==> config.mk <==
export PLATFORM = sky130hd
export DESIGN_NAME = line_substring_match_filter
export DESIGN_NICKNAME = d
export VERILOG_FILES = /design/src/sv/lsmf_pkg.sv /design/src/sv/line_substring_match_filter.sv /design/src/sv/lsmf_cell.sv /design/src/sv/lsmf_rsp_buf.sv
export VERILOG_INCLUDE_DIRS = /design/src /design/src/sv
export SDC_FILE = /design/constraint.sdc
export NUM_CORES = 2
export LEC_CHECK = 0
export ABC_AREA = 1
export BUFFER_PORTS_ARGS = -buffer_cell sky130_fd_sc_hd__buf_2
export CAP_MARGIN = 10
export CORE_MARGIN = 3
export CORE_UTILIZATION = 35
export DETAILED_ROUTE_END_ITERATION = 6
export PLACE_DENSITY = 0.61
export SYNTH_ARGS = -nofsm -noshare
export SYNTH_HDL_FRONTEND = slang
export SYNTH_SLANG_ARGS = --single-unit
==> constraint.sdc <==
create_clock -name clock -period 4.89 [get_ports clock]
set_input_delay 1.2225 -clock clock [delete_from_list [all_inputs] [get_ports clock]]
set_output_delay 1.2225 -clock clock [all_outputs]
set_load 0.02 [all_outputs]
==> src/sv/line_substring_match_filter_defines.svh <==
// Assertion macros shared by the line substring match filter modules.
`ifndef LINE_SUBSTRING_MATCH_FILTER_DEFINES_SVH
`define LINE_SUBSTRING_MATCH_FILTER_DEFINES_SVH

// Condition implies consequence in the same cycle.
`define LSMF_ASSERT_NOW(label, clk, rst, cond, conseq, msg) \
   label: assert property (@(posedge clk) disable iff (rst) (cond) |-> (conseq)) \
      else $error(msg);

// Condition implies consequence in the next cycle.
`define LSMF_ASSERT_NEXT(label, clk, rst, cond, conseq, msg) \
   label: assert property (@(posedge clk) disable iff (rst) (cond) |=> (conseq)) \
      else $error(msg);

`endif

==> src/sv/lsmf_pkg.sv <==
// Types and constants of the line substring match filter.
package lsmf_pkg;

   localparam int KEY_BYTES = 32;
   localparam int KEY_IDX_W = $clog2(KEY_BYTES);
   localparam int LEN_W     = 16;

   localparam logic [2:0] CSR_KEY_LENGTH = 3'd0;
   localparam logic [2:0] CSR_KEY_WORD0  = 3'd1;
   localparam logic [2:0] CSR_KEY_WORD3  = 3'd4;

   localparam logic KIND_BYTE = 1'b0;
   localparam logic KIND_END  = 1'b1;

   localparam logic [7:0] CHAR_NUL = 8'd0;
   localparam logic [7:0] CHAR_LF  = 8'd10;
   localparam logic [7:0] CHAR_CR  = 8'd13;

   typedef struct packed {
      logic       kind;
      logic [7:0] byte_value;
   } req_type;

   typedef struct packed {
      logic             matched;
      logic [LEN_W-1:0] line_length;
   } rsp_type;

   // Key as seen by every window cell.
   typedef struct packed {
      logic [5:0]                key_length;
      logic [KEY_BYTES-1:0][7:0] key_bytes;
   } key_type;

endpackage

==> src/sv/line_substring_match_filter.sv <==
// Line substring match filter top level: config registers, window cell chain, line state.
`include "line_substring_match_filter_defines.svh"

// Takes one byte per cycle unless the result buffer is full, and reports, for each
// nonempty line ended by NUL, CR, LF or an end-of-stream item, whether the
// configured key occurs in it and the line length. Each byte shifts a chain of KEY_MAX
// cells; all cells compare against the key in the same cycle, and the result of a line
// is registered in the result buffer once its terminator is transferred. A two-entry
// result buffer lets input keep flowing while one result waits; input stalls only when
// both entries are full. Key registers may be rewritten between any two items and apply from the next byte.
module line_substring_match_filter #(
   parameter int KEY_MAX = 32
) (
   input  logic              clock,
   input  logic              reset,
   input  logic              req_valid,
   output logic              req_ready,
   input  lsmf_pkg::req_type req_data,
   output logic              rsp_valid,
   input  logic              rsp_ready,
   output lsmf_pkg::rsp_type rsp_data,
   input  logic              csr_valid,
   output logic              csr_ready,
   input  logic [2:0]        csr_index,
   input  logic [63:0]       csr_data
);

   localparam int WORDS = lsmf_pkg::KEY_BYTES / 8;

   logic [5:0]             key_length_ff;
   logic [WORDS-1:0][63:0] key_words_ff;
   logic [1:0]             word_sel;
   lsmf_pkg::key_type      key;

   logic [lsmf_pkg::LEN_W-1:0] count_ff, count_in, count_next;
   logic                       seen_ff, seen_in;

   logic                  take, line_end, shift, clear, hit;
   logic [KEY_MAX:0][7:0] chain;
   logic [KEY_MAX-1:0]    equal;

   logic              res_valid, res_ready;
   lsmf_pkg::rsp_type res_data;

   // Configuration
   assign csr_ready = 1'b1;
   assign word_sel  = 2'(csr_index - lsmf_pkg::CSR_KEY_WORD0);

   always_ff @(posedge clock) begin
      if (reset) begin
         key_length_ff <= 6'd0;
         key_words_ff  <= '0;
      end else if (csr_valid && csr_ready) begin
         if (csr_index == lsmf_pkg::CSR_KEY_LENGTH) begin
            key_length_ff <= csr_data[5:0];
         end else if (csr_index <= lsmf_pkg::CSR_KEY_WORD3) begin
            key_words_ff[word_sel] <= csr_data;
         end
      end
   end

   assign key.key_length = key_length_ff;
   assign key.key_bytes  = key_words_ff;

   // Input side
   assign req_ready = res_ready;
   assign take      = req_valid && req_ready;
   assign line_end  = (req_data.kind == lsmf_pkg::KIND_END)
                   || (req_data.byte_value == lsmf_pkg::CHAR_NUL)
                   || (req_data.byte_value == lsmf_pkg::CHAR_CR)
                   || (req_data.byte_value == lsmf_pkg::CHAR_LF);
   assign shift     = take && !line_end;
   assign clear     = take && line_end;

   assign chain[0] = req_data.byte_value;

   for (genvar i = 0; i < KEY_MAX; i++) begin : g_cell
      lsmf_cell #(.INDEX(i)) u_cell (
         .clock    (clock),
         .reset    (reset),
         .shift    (shift),
         .clear    (clear),
         .key      (key),
         .byte_in  (chain[i]),
         .byte_out (chain[i+1]),
         .equal    (equal[i])
      );
   end

   assign count_next = (count_ff == '1) ? count_ff : count_ff + 1'b1;

   // Window after this byte must hold the key and the line must be long enough.
   assign hit = (key_length_ff != 6'd0)
             && ({1'b0, key_length_ff} <= 7'(KEY_MAX))
             && (&equal)
             && (count_next >= lsmf_pkg::LEN_W'(key_length_ff));

   always_comb begin
      count_in = count_ff;
      seen_in  = seen_ff;
      if (clear) begin
         count_in = '0;
         seen_in  = 1'b0;
      end else if (shift) begin
         count_in = count_next;
         seen_in  = seen_ff || hit;
      end
   end

   always_ff @(posedge clock) begin
      if (reset) begin
         count_ff <= '0;
         seen_ff  <= 1'b0;
      end else begin
         count_ff <= count_in;
         seen_ff  <= seen_in;
      end
   end

   assign res_valid            = clear && (count_ff != '0);
   assign res_data.matched     = seen_ff || (key_length_ff == 6'd0);
   assign res_data.line_length = count_ff;

   lsmf_rsp_buf u_rsp_buf (
      .clock     (clock),
      .reset     (reset),
      .in_valid  (res_valid),
      .in_data   (res_data),
      .in_ready  (res_ready),
      .out_valid (rsp_valid),
      .out_ready (rsp_ready),
      .out_data  (rsp_data)
   );

   `LSMF_ASSERT_NEXT(a_end_clears_line, clock, reset, clear, count_ff == '0 && !seen_ff, "line state kept past line end")
   `LSMF_ASSERT_NOW(a_result_nonempty, clock, reset, rsp_valid, rsp_data.line_length != '0, "result for empty line")

endmodule

==> src/sv/lsmf_cell.sv <==
// One window cell: holds a line byte and compares its incoming byte to its key byte.
module lsmf_cell #(
   parameter int INDEX = 0
) (
   input  logic             clock,
   input  logic             reset,
   input  logic             shift,
   input  logic             clear,
   input  lsmf_pkg::key_type key,
   input  logic [7:0]       byte_in,
   output logic [7:0]       byte_out,
   output logic             equal
);

   logic [7:0] byte_ff;
   logic [7:0] byte_in_next;
   logic [6:0] key_pos;
   logic       active;
   logic [7:0] key_byte;

   // After the shift this cell holds window byte INDEX, which lines up with
   // key byte key_length-1-INDEX.
   assign active  = 7'(INDEX) < {1'b0, key.key_length};
   assign key_pos = {1'b0, key.key_length} - 7'(INDEX) - 7'd1;

   always_comb begin
      if (key_pos < 7'(lsmf_pkg::KEY_BYTES)) begin
         key_byte = key.key_bytes[key_pos[lsmf_pkg::KEY_IDX_W-1:0]];
      end else begin
         key_byte = 8'd0;
      end
   end

   assign equal = !active || (byte_in == key_byte);

   always_comb begin
      if (clear) begin
         byte_in_next = 8'd0;
      end else if (shift) begin
         byte_in_next = byte_in;
      end else begin
         byte_in_next = byte_ff;
      end
   end

   always_ff @(posedge clock) begin
      if (reset) begin
         byte_ff <= 8'd0;
      end else begin
         byte_ff <= byte_in_next;
      end
   end

   assign byte_out = byte_ff;

endmodule

==> src/sv/lsmf_rsp_buf.sv <==
// Result buffer: output register plus skid register between the two sides.
`include "line_substring_match_filter_defines.svh"

module lsmf_rsp_buf (
   input  logic              clock,
   input  logic              reset,
   input  logic              in_valid,
   input  lsmf_pkg::rsp_type in_data,
   output logic              in_ready,
   output logic              out_valid,
   input  logic              out_ready,
   output lsmf_pkg::rsp_type out_data
);

   logic              out_valid_ff, out_valid_in;
   logic              skid_valid_ff, skid_valid_in;
   lsmf_pkg::rsp_type out_ff, out_in;
   lsmf_pkg::rsp_type skid_ff, skid_in;
   logic              load;

   assign in_ready = !skid_valid_ff;
   assign load     = in_valid && in_ready;

   always_comb begin
      out_valid_in  = out_valid_ff;
      out_in        = out_ff;
      skid_valid_in = skid_valid_ff;
      skid_in       = skid_ff;
      if (out_valid_ff && !out_ready) begin
         if (load) begin
            skid_valid_in = 1'b1;
            skid_in       = in_data;
         end
      end else if (skid_valid_ff) begin
         out_valid_in  = 1'b1;
         out_in        = skid_ff;
         skid_valid_in = 1'b0;
      end else begin
         out_valid_in = load;
         out_in       = in_data;
      end
   end

   always_ff @(posedge clock) begin
      if (reset) begin
         out_valid_ff  <= 1'b0;
         skid_valid_ff <= 1'b0;
      end else begin
         out_valid_ff  <= out_valid_in;
         skid_valid_ff <= skid_valid_in;
      end
      out_ff  <= out_in;
      skid_ff <= skid_in;
   end

   assign out_valid = out_valid_ff;
   assign out_data  = out_ff;

   `LSMF_ASSERT_NOW(a_skid_behind_out, clock, reset, skid_valid_ff, out_valid_ff, "skid full while output empty")
   `LSMF_ASSERT_NEXT(a_stall_fills_skid, clock, reset, out_valid_ff && !out_ready && load, skid_valid_ff, "stalled transfer lost")

endmodule

==> flow_summary_export.csv <==
group,metric,value,unit
layout,nFillCells,13318,
placement,place.gp.congestion,1.07,
worst_setup_path,rrSetupSlack,290,ps
drt,wire_per_inst,28.2,um
placement,post-dp-hpwl,189,mm
cts,post_cts_resized,0,
cts,cts_buffers,70,
die,die_area,126000,um^2
drt,dr.pass1.iters,7,
run,cap_violations,0,
cts,root_buffer,"clkbuf_16",
cts,cts_hold_buf,0,
timing,hold_viol,0,
layout,nNetsFinal,7282,
timing,layout_min_cycle_time,4600,ps
timing,max_freq,0.217,GHz
worst_setup_path,critPathCaptureType,"register",
placement,io_buffers,99,
layout,final_common_cell,"nand2_1",
drt,viasPerCell,6.04,
global_routing,grt_overflow,0,
yosys,syn_avg_cell_area,5.79,um^2
die,die_y,355,um
timing,finalMaxSlewViolations,0,
die,fp-row-count,127,
worst_hold_path,hp-class,"register to register",
global_routing,grt_pass1_vias,47294,
global_routing,grt_max_degree,177,
cts,clkLatencyLatePin,700,ps
yosys,synthFlopType,"dfxtp_1",
timing,rsz0062_at_grt,"false",
drt,finalWirelength,249,mm
layout,area_growth,10.3,%
drt,ant_nets,0,
yosys,synth_area_leaders,"dfxtp_1 25%, nand3_1 24%, nand2_1 18%",
pwr,power_per_cell_area,317,nW/um^2
timing,fin_crit_sh,94.1,%
cts,clk_path_buf_depth,3,
layout,drive_above_1_share,5.87,%
yosys,yosysSeqAreaShare,27.3,%
global_routing,grt_pass1_wl,350,mm
timing,fin_skew,26.6,ps
global_routing,grt.total_usage,38.4,%
yosys,async_flop_share,0,%
pwr,max-vdd-ir-drop,0.255,mV
timing,tns,0,ps
worst_setup_path,cp_max_fo,72,
drt,vias,53446,
yosys,yosys.area.top_type,"dfxtp_1",
yosys,ys_types,46,
worst_setup_path,cp_data_arrival_time,5220,ps
layout,layout_common_cells,"2075 x nand2_1, 2014 x nand3_1, 531 x o21ai_0",
cts,clk_pin_slew_worst_paths,60,ps
outcome,failed_checks,"DRC",
outcome,status,"finished with violations",
yosys,synth_fp_nets,7467,
drt,drt_iter0_drc,8060,
die,io_pins,101,
worst_setup_path,critPathRequiredTime,5510,ps
yosys,yosys_warnings,0,
cts,htreeDepth,3,
yosys,synthCells,7357,
die,fp.dieW,355,um
worst_setup_path,critPathKind,"register to register",
yosys,synth_top_area_share,24.9,%
layout,fin_util,39.1,%
global_routing,antenna_found_initial,20,
cts,postCtsSetupRepairBufs,0,
yosys,synthesis.area,42600,um^2
drt,drc_errors,3,
cts,clock_sinks,563,
yosys,synth-seq-cells,563,
pwr,p_leak,20.0,nW
worst_setup_path,start_kind,"register",
cts,tritoncts,"yes",
timing,timing.slew.headroom,24.8,%
yosys,synth_edf_count,34,
timing,worst_pin_slew,1130,ps
die,start_util,35.4,%
die,core-area,120000,um^2
timing,setup_violations,0,
==> stage by stage <==
step / power (mW) / std cells / hold WS (ps) / cell area (um^2) / setup slack, ps
floorplan: 7.28 / 7357 / 408 / 42600 / 1390
global placement: 9.12 / 8712 / 413 / 44500 / 488
detailed placement: 9.13 / 8712 / 417 / 44500 / 504
CTS: 14.8 / 8839 / 431 / 47000 / 486
global route: 15.3 / 8839 / 456 / 47000 / 119
finish: 14.9 / 8846 / 429 / 47000 / 289
==> path summary, 6_finish.rpt <==
| kind | startpoint | to | depth (start not counted) |
|---|---|---|---|
| hold / removal | count_ff[15] | u_rsp_buf.skid_ff[15] | 0 |
| setup / recovery | key_length_ff[1] | seen_ff | 20 |
| hold reg to reg | count_ff[15] | u_rsp_buf.skid_ff[15] | 0 |
| setup reg to reg | key_length_ff[1] | seen_ff | 20 |
==> Yosys cell counts, drive strengths merged (2+ instances only) <==
cell / n
a31oi: 6
o21a: 2
nand2: 2081
nand4: 182
a211oi: 8
xor2: 105
dfxtp: 529
inv: 376
nor3: 18
ha: 29
o211ai: 6
nor4: 2
nand3: 2018
xnor2: 3
clkinv: 6
nor2: 520
buf: 209
o21ai: 542
edfxtp: 34
a21oi: 390
clkbuf: 283
==> metal layers <==
metal / track usage [%] / up-vias / routed length [um]
li1: - / 24472 / -
met1: 50.3 / 25049 / 99200
met2: 53.7 / 3300 / 97400
met3: 10.4 / 617 / 29800
met4: 28.2 / 8 / 22900
met5: 0 / - / 95
==> sequential cells by signal, indices dropped and copies added (netlist names) <==
signal / count
u_rsp_buf.out_valid: 1
key: 256
u_rsp_buf.skid_valid_ff: 1
u_rsp_buf.skid_ff: 17
g_cell.u_cell.byte_out: 248
count_ff: 16
key_length_ff: 6
seen_ff: 1
u_rsp_buf.out_data: 17
==> report_power, final <==
| group | internal, mW | leakage, nW | switching (mW) |
|---|---|---|---|
| sequential | 4.83 | 4.67 | 0.213 |
| combinational | 0.969 | 14.2 | 3.23 |
| clock | 3.27 | 1.18 | 2.41 |
==> area by class of cell <==
cell class	instances	area, um^2	share of cell area [%]
diodes	7	17.5	0.0373
clock buffers	96	1990	4.24
clock inverters	31	433	0.921
inverters	382	1460	3.11
multi-input cells	5920	27600	58.7
flip-flops and latches	563	11600	24.7
well taps	1612	2020	4.29
repair buffers	235	1870	3.97
==> cell families (layout without fill, tap and decap cells) <==
| family | Yosys count | after routing | share of synthesized area (%) |
|---|---|---|---|
| XOR/XNOR | 108 | 108 | 2.48 |
| AND/OR/NAND/NOR | 4823 | 4823 | 49.7 |
| adder cells (fa/ha/maj) | 29 | 29 | 0.852 |
| AO/OA/AOI/OAI | 959 | 959 | 11.5 |
| flip-flops | 563 | 563 | 27.3 |
| buffers and inverters | 874 | 744 | 8.23 |
| other | 1 | 8 | 0.00880 |
==> worst max-delay path, stage by stage (launching register included) <==
cell,delay (ps)
dfxtp_4,460
buf_4,720
buf_4,840
nand3_1,310
nand3_1,200
nand3_1,330
nand3_1,250
nand2_1,130
nand3_1,90
nand2_1,50
inv_1,50
nand2_1,40
nor2_1,90
nand2_1,90
nand2_1,80
nand2_1,50
nor2_1,210
nand3_1,110
nor2_1,100
nand2_1,60
a21oi_1,130
No activity file was read; power rests on OpenSTA's default activity.
